[src/design/u8sv_pkg.sv]
// Shared types and constants for the UTF-8 stream validator.
// Depends on nothing; imported by u8sv_core and utf8_stream_validator.
package u8sv_pkg;

    // Default width of the byte offset counters
    localparam int OFFSET_BITS_DEF = 32;
    // Width of the reported offset field
    localparam int OUT_BITS        = 32;

    // One byte of the stream
    typedef struct packed {
        logic [7:0] data_byte;
        logic       last_byte;
    } byte_req_t;

    // Verdict for one stream
    typedef struct packed {
        logic                stream_ok;
        logic [OUT_BITS-1:0] bad_offset;
    } verdict_t;

endpackage

[src/design/utf8_stream_validator.sv]
// Strict UTF-8 stream validator, top level.
// Byte channel in, verdict channel out, both valid/stall.
// Each stream is a run of bytes, the final one marked by last_byte.
// Every byte is checked for NUL, stray continuation bytes, bad leads,
// truncation, overlong forms, values above U+10FFFF and surrogates.
// One verdict leaves per stream, on its last byte: stream_ok and the
// 1-based offset of the first bad byte (0 when the stream is good).
// Throughput: one byte per cycle while byte_stall is low, set by the
// combinational check between the request and verdict registers.
// The verdict is computed while the last byte sits in the request register
// and is then registered in the verdict register.
// A byte that causes no verdict is never stalled in the request register,
// regardless of the verdict side.
// Receiver stall: the verdict is held; bytes keep flowing until a new last
// byte reaches the check with the verdict register still full, and then
// byte_stall rises.
// Reset clears all stream state and both valid flags at once.
// Depends on u8sv_pkg and u8sv_core.
module utf8_stream_validator
    import u8sv_pkg::*;
#(
    parameter int OFFSET_BITS = OFFSET_BITS_DEF
) (
    input  logic      clk,
    input  logic      rst_n,
    input  logic      byte_valid,
    output logic      byte_stall,
    input  byte_req_t byte_req,
    output logic      verdict_valid,
    input  logic      verdict_stall,
    output verdict_t  verdict
);

    logic      req_valid_reg;
    byte_req_t req_reg;
    logic      out_valid_reg;
    verdict_t  out_reg;
    logic      out_free;
    logic      step;
    verdict_t  verdict_comb;

    // Advance the held request unless it needs a full verdict register
    assign out_free   = !out_valid_reg || !verdict_stall;
    assign step       = req_valid_reg && (!req_reg.last_byte || out_free);
    assign byte_stall = req_valid_reg && !step;

    u8sv_core #(
        .OFFSET_BITS (OFFSET_BITS)
    ) u_core (
        .clk     (clk),
        .rst_n   (rst_n),
        .step    (step),
        .req     (req_reg),
        .verdict (verdict_comb)
    );

    // Hold the incoming request
    always_ff @(posedge clk or negedge rst_n)
    begin
        if (!rst_n)
        begin
            req_valid_reg <= 1'b0;
        end
        else if (!byte_stall)
        begin
            req_valid_reg <= byte_valid;
        end
    end

    always_ff @(posedge clk)
    begin
        if (!byte_stall && byte_valid)
        begin
            req_reg <= byte_req;
        end
    end

    // Hold the verdict until taken
    always_ff @(posedge clk or negedge rst_n)
    begin
        if (!rst_n)
        begin
            out_valid_reg <= 1'b0;
        end
        else if (out_free)
        begin
            out_valid_reg <= step && req_reg.last_byte;
        end
    end

    always_ff @(posedge clk)
    begin
        if (out_free && step && req_reg.last_byte)
        begin
            out_reg <= verdict_comb;
        end
    end

    assign verdict_valid = out_valid_reg;
    assign verdict       = out_reg;

endmodule

[src/design/u8sv_core.sv]
// Per-byte UTF-8 checking logic and stream state registers.
// Depends on u8sv_pkg for the request and verdict types.
module u8sv_core
    import u8sv_pkg::*;
#(
    parameter int OFFSET_BITS = OFFSET_BITS_DEF
) (
    input  logic      clk,
    input  logic      rst_n,
    input  logic      step,
    input  byte_req_t req,
    output verdict_t  verdict
);

    localparam logic [20:0] CP_MIN_2  = 21'h00080;
    localparam logic [20:0] CP_MAX_2  = 21'h007FF;
    localparam logic [20:0] CP_MIN_3  = 21'h00800;
    localparam logic [20:0] CP_MAX_3  = 21'h0FFFF;
    localparam logic [20:0] CP_MIN_4  = 21'h10000;
    localparam logic [20:0] CP_MAX_4  = 21'h10FFFF;
    localparam logic [20:0] SURR_LO   = 21'h0D800;
    localparam logic [20:0] SURR_HI   = 21'h0DFFF;

    localparam logic [1:0] NEED_NONE = 2'd0;
    localparam logic [1:0] NEED_ONE  = 2'd1;
    localparam logic [1:0] NEED_TWO  = 2'd2;
    localparam logic [1:0] NEED_THREE = 2'd3;

    logic [OFFSET_BITS-1:0] byte_position_reg, byte_position_next;
    logic [1:0]             bytes_remaining_reg, bytes_remaining_next;
    logic [1:0]             sequence_length_reg, sequence_length_next;
    logic [20:0]            code_point_reg, code_point_next;
    logic [OFFSET_BITS-1:0] lead_position_reg, lead_position_next;
    logic [OFFSET_BITS-1:0] pending_bad_reg, pending_bad_next;
    logic [OFFSET_BITS-1:0] first_error_reg, first_error_next;

    logic [OFFSET_BITS-1:0] pos;
    logic [OFFSET_BITS-1:0] err;
    logic [1:0]             need;
    logic [20:0]            lead_bits;
    logic [20:0]            cp_shift;
    logic                   value_good;
    logic [7:0]             b;

    assign b = req.data_byte;

    // Advance the saturating byte position
    assign pos = (&byte_position_reg) ? byte_position_reg
                                      : byte_position_reg + 1'b1;

    // Append the payload bits of a continuation byte
    assign cp_shift = {code_point_reg[14:0], b[5:0]};

    // Decode a lead byte into continuation count and payload bits
    always_comb
    begin
        need      = NEED_NONE;
        lead_bits = '0;
        if (b[7:5] == 3'b110)
        begin
            need      = NEED_ONE;
            lead_bits = {16'd0, b[4:0]};
        end
        else if (b[7:4] == 4'b1110)
        begin
            need      = NEED_TWO;
            lead_bits = {17'd0, b[3:0]};
        end
        else if (b[7:3] == 5'b11110)
        begin
            need      = NEED_THREE;
            lead_bits = {18'd0, b[2:0]};
        end
    end

    // Check the assembled value for range, overlong form and surrogates
    always_comb
    begin
        unique case (sequence_length_reg)
            NEED_ONE:   value_good = (cp_shift >= CP_MIN_2) &&
                                     (cp_shift <= CP_MAX_2);
            NEED_TWO:   value_good = (cp_shift >= CP_MIN_3) &&
                                     (cp_shift <= CP_MAX_3);
            default:    value_good = (cp_shift >= CP_MIN_4) &&
                                     (cp_shift <= CP_MAX_4);
        endcase
        if ((cp_shift >= SURR_LO) && (cp_shift <= SURR_HI))
        begin
            value_good = 1'b0;
        end
    end

    // Step the stream state for one byte
    always_comb
    begin
        byte_position_next   = pos;
        bytes_remaining_next = bytes_remaining_reg;
        sequence_length_next = sequence_length_reg;
        code_point_next      = code_point_reg;
        lead_position_next   = lead_position_reg;
        pending_bad_next     = pending_bad_reg;
        first_error_next     = first_error_reg;

        if (first_error_reg != '0)
        begin
            // error already decided; drop the byte
        end
        else if (bytes_remaining_reg != NEED_NONE)
        begin
            if (pending_bad_reg == '0)
            begin
                if (b[7:6] != 2'b10)
                begin
                    pending_bad_next = pos;
                end
                else
                begin
                    code_point_next = cp_shift;
                end
            end
            bytes_remaining_next = bytes_remaining_reg - 2'd1;
            if (bytes_remaining_next == NEED_NONE)
            begin
                if (pending_bad_next != '0)
                begin
                    first_error_next = pending_bad_next;
                end
                else if (!value_good)
                begin
                    first_error_next = lead_position_reg;
                end
                pending_bad_next = '0;
            end
        end
        else if (b == 8'h00)
        begin
            first_error_next = pos;
        end
        else if (b[7] == 1'b0)
        begin
            // plain ASCII
        end
        else if (need == NEED_NONE)
        begin
            first_error_next = pos;
        end
        else
        begin
            bytes_remaining_next = need;
            sequence_length_next = need;
            code_point_next      = lead_bits;
            lead_position_next   = pos;
            pending_bad_next     = '0;
        end
    end

    // Pick the first error, falling back to the lead of a truncated sequence
    assign err = ((first_error_next == '0) && (bytes_remaining_next != NEED_NONE))
                 ? lead_position_next : first_error_next;

    // Saturate or zero-extend the offset into the reported field
    generate
        if (OFFSET_BITS > OUT_BITS)
        begin : g_sat
            assign verdict.bad_offset = (|err[OFFSET_BITS-1:OUT_BITS])
                                        ? {OUT_BITS{1'b1}} : err[OUT_BITS-1:0];
        end
        else if (OFFSET_BITS == OUT_BITS)
        begin : g_same
            assign verdict.bad_offset = err;
        end
        else
        begin : g_ext
            assign verdict.bad_offset = {{(OUT_BITS-OFFSET_BITS){1'b0}}, err};
        end
    endgenerate

    assign verdict.stream_ok = (err == '0);

    // Hold state; clear it after the last byte of a stream
    always_ff @(posedge clk or negedge rst_n)
    begin
        if (!rst_n)
        begin
            byte_position_reg   <= '0;
            bytes_remaining_reg <= '0;
            sequence_length_reg <= '0;
            code_point_reg      <= '0;
            lead_position_reg   <= '0;
            pending_bad_reg     <= '0;
            first_error_reg     <= '0;
        end
        else if (step)
        begin
            if (req.last_byte)
            begin
                byte_position_reg   <= '0;
                bytes_remaining_reg <= '0;
                sequence_length_reg <= '0;
                code_point_reg      <= '0;
                lead_position_reg   <= '0;
                pending_bad_reg     <= '0;
                first_error_reg     <= '0;
            end
            else
            begin
                byte_position_reg   <= byte_position_next;
                bytes_remaining_reg <= bytes_remaining_next;
                sequence_length_reg <= sequence_length_next;
                code_point_reg      <= code_point_next;
                lead_position_reg   <= lead_position_next;
                pending_bad_reg     <= pending_bad_next;
                first_error_reg     <= first_error_next;
            end
        end
    end

endmodule
[config.mk]
export PLATFORM = sky130hd
export DESIGN_NAME = utf8_stream_validator
export DESIGN_NICKNAME = d
export VERILOG_FILES = /design/src/design/u8sv_pkg.sv /design/src/design/utf8_stream_validator.sv /design/src/design/u8sv_core.sv
export SDC_FILE = /design/constraint.sdc
export NUM_CORES = 1
export LEC_CHECK = 0
export ABC_AREA = 1
export BUFFER_PORTS_ARGS = -buffer_cell sky130_fd_sc_hd__buf_4
export CAP_MARGIN = 5
export CORE_MARGIN = 8
export CORE_UTILIZATION = 45
export DETAILED_ROUTE_END_ITERATION = 7
export PLACE_DENSITY = 0.66
export SLEW_MARGIN = 20
export SYNTH_ARGS = -nofsm -noshare
export SYNTH_HDL_FRONTEND = slang
export SYNTH_SLANG_ARGS = --single-unit
[constraint.sdc]
create_clock -name clk -period 6.15 [get_ports clk]
set_input_delay 1.23 -clock clk [delete_from_list [all_inputs] [get_ports clk]]
set_output_delay 1.23 -clock clk [all_outputs]
set_load 0.05 [all_outputs]
After elaboration in Yosys (flattened, before gate mapping)
Cells that the tools add are included.
{ "word_totals": {"input_bits": 13, "out_inout_bits": 35, "reg_bits": 191} }
{ "op_classes": {"reduce_logical": 34, "n_eq_ne": 14, "order_cmp": 8, "mux": 57, "addsub": 2} }
{ "op_table": {"columns": ["op", "count"], "rows": [
  ["$mux W32", 29],
  ["$mux W15", 9],
  ["$logic_not A32 Y1", 3],
  ["$reduce_bool A32 Y1", 2],
  ["$le A21 B16 Y1 const B", 2],
  ["$add A32 B1 Y32 const B", 1],
  ["$reduce_and A32 Y1", 1],
  ["$mux W2", 15],
  ["$ge A21 B12 Y1 const B", 1],
  ["$ge A21 B16 Y1 const B", 1],
  ["$ge A21 B17 Y1 const B", 1],
  ["$ge A21 B8 Y1 const B", 1],
  ["$le A21 B11 Y1 const B", 1],
  ["$le A21 B21 Y1 const B", 1],
  ["$logic_and A1 B1 Y1", 11],
  ["$ne A2 B2 Y1 const B", 5],
  ["$logic_not A8 Y1", 1],
  ["$reduce_and A7 Y1", 1],
  ["$ne A3 B2 Y1 const B", 2],
  ["$ne A3 B3 Y1 const B", 2],
  ["$reduce_and A6 Y1", 1],
  ["$reduce_bool A2 Y1", 3],
  ["$eq A5 B5 Y1 const B", 1],
  ["$logic_not A1 Y1", 5],
  ["13 further kinds", 15]
]} }

Depth between registers and ports, before layout
{ "logic_depth": {"ltp_word": 15, "depth_mapped": 34, "mapped_depth_nobuf": 30} }

Modules after synthesis
From an unflattened synthesis, not the netlist that was laid out.
{ "hier_totals": {"cells_unflattened": 1664, "hier_area_um2": 11584.9} }
{ "by_module_without_submodules": {"columns": ["mod", "area_each_um2", "seq_area_each_um2", "n_inst", "cells_each"], "rows": [
  ["u8sv_core", 10217.3, 3678.5, 1, 1608],
  ["utf8_stream_validator", 1367.6, 1311.3, 1, 56]
]} }

Least setup slack after synthesis
Ideal clock, no wire load.
{ "synth_path": {"kind": "reg2reg", "startpoint": "reg u_core.byte_position_reg[0]", "endpoint": "reg out_reg (netlist bit verdict[32]) (data pin)", "synth_period_minus_slack_ns": 3.633, "setup_slack_ns": 2.517, "path_stages_with_launch": 32, "path_buffers": 2, "arrival_time_ns": 3.382, "cell_sequence": "dfrtp_1 -> ha_1 -> inv_1 -> nor2_4 -> nand2_4 -> nor2_8 -> nand2_4 -> clkinv_2 -> nor2_1 -> nand2_1 -> nand2_1 -> nand2_1 -> nor2_1 -> nand2_1 -> nor2_8 -> buf_4 -> nand4_1 -> nand3_1 -> nand2_1 -> nand2_1 -> nand2_1 -> nor2_1 -> nand2_1 -> nor2_2 -> nand3_2 -> buf_6 -> o21ai_0 -> nor2_1 -> nand2_1 -> nor2_1 -> nand2_1 -> nor2_1"} }
{ "synth_rtl": {"columns": ["element", "line_no", "rtl"], "rows": [
  ["start, declared", "u8sv_core.sv:29", "logic [OFFSET_BITS-1:0] byte_position_reg, byte_position_next;"],
  ["start signal, assigned", "u8sv_core.sv:207", "byte_position_reg <= byte_position_next;"],
  ["end signal, assigned", "utf8_stream_validator.sv:95", "out_reg <= verdict_comb;"],
  ["end, declared", "utf8_stream_validator.sv:37", "verdict_t out_reg;"]
]} }

==> metrics.yaml <==
outcome:
  outcome: "finished clean"
cells_and_area:
  synthToLayoutAreaGrowth_pct: 9.78
  multi_input_area_um2: 5450
  fin_nets: 1710
  antenna_cells: 0
  drive_above_1_share_pct: 8.20
  largest_reg_flops: 33
  instances_no_fill: 2042
  n_fill_cell: 2548
  register_area_um2: 4990
clock_network:
  path_clk_slew_ns: 0.09
  clk_path_buf_depth: 2
  clkLatencyLatePin_ns: 0.45
  cts_root_buf: "clkbuf_16"
  tritoncts: "yes"
  cts.sink_count: 191
  numCtsBuffers: 17
  cts_htree_levels: 4
setup_path:
  worst_setup_path_start_kind: "register"
  reg2reg_depth: 28
  cpMaxStageDelayCell: "nor2_1"
  crit_fanout: 33
  cpPeakStageDelay_ns: 0.49
  end_kind: "register"
  reg2reg_slack_ns: 0.57
  r2r_start: "u_core.byte_position_reg[0]"
  cp_common_cell: "nand2_1"
  worstPathArrival_ns: 5.80
  critPathRequiredTime_ns: 6.37
  r2r_end: "verdict[32]"
  crit_type: "register to register"
grt:
  grt-ovfl-total: 0
  grt_pass1_vias: 11106
  grt_use_total_pct: 25.4
  grt_antenna_before_repair: 0
  grt_start_max_net_pins: 63
  grt_pass1_wl_um: 62400
timing:
  hold_viol: 0
  finalSetupViolCount: 0
  period_share_pct: 90.7
  hold_ws_ns: 0.487
  rsz0062_at_grt: "false"
  worstMarginPinSlew_ns: 1.10
  finalSetupTns_ns: 0
  finClkSkew_ns: 0.0188
  min_period_ns: 5.58
  fmax_mhz: 179
  drv_slew: 0
  maxSlewHeadroom_pct: 26.6
routing:
  dr.pass1.iters: 5
  wl_um: 39900
  drt-initial-drc-count: 1520
  drtAntennaViolNets: 0
  route.detailed.drc: 0
  via_count: 11846
  wire_per_inst_um: 19.5
  viasPerCell: 5.80
floorplan:
  die-area_um2: 31600
  top_level_ports: 48
  start_util_pct: 45.5
  die_w_um: 178
  row_count: 59
  coreArea_um2: 25900
  die_h_um: 178
synth:
  ys.flop_type: "dfrtp_1"
  synth-seq-area-share_pct: 42.4
  syn_inst: 1690
  synth-edff-count: 42
  ys_types: 41
  avgSynthCellArea_um2: 6.97
  ys_warn_count: 0
  synth_nets: 1706
  synth_seq_cells: 191
  async_flop_share_pct: 78.0
  synthesis.area_um2: 11800
place:
  numPortBuffers: 47
  gp_congestion: 0.972
  dpl.cell_count: 2010
  dp_hpwl_um: 28600
hold_path:
  holdPathEnd: "u_core.code_point_reg[11]"
  hold_class: "register to register"
  hold_start: "u_core.code_point_reg[11]"
  holdPathStages: 2
pwr:
  ir_worst_vdd_v: 0.000230
  p_per_area_nw_per_um2: 401
  power.total_w: 0.00518
  p_leak_nw: 6.36
run:
  max-cap-violations: 0
==> power breakdown <==
part	total (W)	internal, W	switching (W)	leakage (nW)
Clock	0.00119	0.000601	0.000587	0.304
Combinational	0.00241	0.000670	0.00174	3.59
Sequential	0.00158	0.00149	0.0000856	2.47
==> worst max-delay path: cells and delay by family (launching register included) <==
| family | cells | cell delay [ns] |
|---|---|---|
| AOI/OAI and AO/OA | 2 | 0.68 |
| adders and majority gates | 1 | 0.31 |
| buffers and inverters | 3 | 0.60 |
| DFF | 1 | 0.46 |
| and+or+nand+nor | 22 | 3.28 |
==> final cells by class <==
class | instances | area share [%]
sequential | 191 | 38.6
timing repair buffer | 69 | 4.03
inverter | 249 | 7.24
clock inverter | 14 | 1.38
tap | 335 | 3.24
multi-input combinational | 1166 | 42.1
clock buffer | 18 | 3.40
==> through the flow <==
step	setup slack (ns)	cell area, um2	util [%]
finish	0.574	12900	49.9
global route	0.108	12900	49.9
floorplan	2.52	11800	-
global placement	0.622	12300	47.5
detailed placement	0.443	12300	47.5
CTS	0.436	12900	49.9
==> layout by cell type (no fill, tap or decap), types with 2 or more instances in the layout <==
cell type  netlist  layout
a21oi_1         66      65
buf_4            8      68
clkbuf_16        0      17
clkinv_1         2       2
clkinv_8         0       3
dfrtp_1        149     149
edfxtp_1        42      42
ha_1             3       3
inv_1          243     241
inv_2            3       5
inv_6            0       4
inv_8            0       5
nand2_1        519     518
nand2_2          5       6
nand2_4          2       2
nand3_1         81      81
nand4_1         52      52
nor2_1         142     141
nor2_2          12      11
nor2_4           2       4
nor2_8           2       2
nor3_1           8       8
nor4_1           8       8
o211ai_1         2       2
o21ai_0        107     107
o21ai_1         13      13
o21ai_2          2       2
o21bai_1         6       6
o22ai_1        117     117
o31ai_1          2       2
or2_2            2       2
xor2_1           5       5
==> synth_stat cells, types with 2 or more instances <==
| cell | n | area (um2) |
|---|---|---|
| o31ai_1 | 2 | 15.0 |
| edfxtp_1 | 42 | 1260 |
| nor2_4 | 2 | 22.5 |
| buf_4 | 8 | 60.1 |
| or2_2 | 2 | 12.5 |
| inv_2 | 3 | 11.3 |
| nand3_1 | 81 | 405 |
| nor2_8 | 2 | 40.0 |
| o21ai_1 | 13 | 65.1 |
| nand2_1 | 519 | 1950 |
| o211ai_1 | 2 | 15.0 |
| a21oi_1 | 66 | 330 |
| nor3_1 | 8 | 40.0 |
| o21ai_0 | 107 | 536 |
| nand2_2 | 5 | 31.3 |
| buf_6 | 9 | 101 |
| nand2_4 | 2 | 22.5 |
| nor2_1 | 142 | 533 |
| o21ai_2 | 2 | 17.5 |
| clkbuf_1 | 60 | 225 |
| nand4_1 | 52 | 325 |
| ha_1 | 3 | 37.5 |
| xor2_1 | 5 | 43.8 |
| buf_2 | 6 | 30.0 |
| clkinv_1 | 2 | 7.51 |
| inv_1 | 243 | 912 |
| dfrtp_1 | 149 | 3730 |
| nor2_2 | 12 | 75.1 |
| nor4_1 | 8 | 50.1 |
| o21bai_1 | 6 | 45.0 |
| o22ai_1 | 117 | 732 |
==> layer usage <==
| metal | share of wire, % | track usage (%) | vias up |
|---|---|---|---|
| li1 | - | - | 5527 |
| met1 | 42 | 34.6 | 5593 |
| met2 | 45 | 39.0 | 611 |
| met3 | 8.0 | 3.30 | 115 |
| met4 | 4.9 | 13.2 | 0 |
| met5 | 0 | 0 | - |
==> timing repair <==
| action | CTS | global route |
|---|---|---|
| hold buffers | 0 | 0 |
| endpoints found under the setup margin | 0 | 1 |
| gates resized for setup | 0 | 2 |
| setup buffers | 0 | 0 |
| endpoints found under the hold margin | 0 | 0 |
==> cell families (layout without fill, tap and decap cells) <==
family,Yosys count,in the layout,share of synthesized area (%)
buffers and inverters,333,350,11.6
and+or+nand+nor,839,839,30.2
DFF,191,191,42.4
xor gates and xnor gates,6,6,0.446
adders and majority gates,3,3,0.319
AOI/OAI and AO/OA,318,318,15.1
==> worst max-delay path by stage <==
stage	cells after the start	end	startpoint
after floorplan	31	verdict[32]	u_core.byte_position_reg[0]
after global routing	28	verdict[32]	u_core.byte_position_reg[0]
final	28	verdict[32]	u_core.byte_position_reg[0]
after global placement	29	verdict[32]	u_core.byte_position_reg[0]
after CTS	29	verdict[32]	u_core.byte_position_reg[0]
after detailed placement	29	verdict[32]	u_core.byte_position_reg[0]
Power figures use the tool's default switching activity.
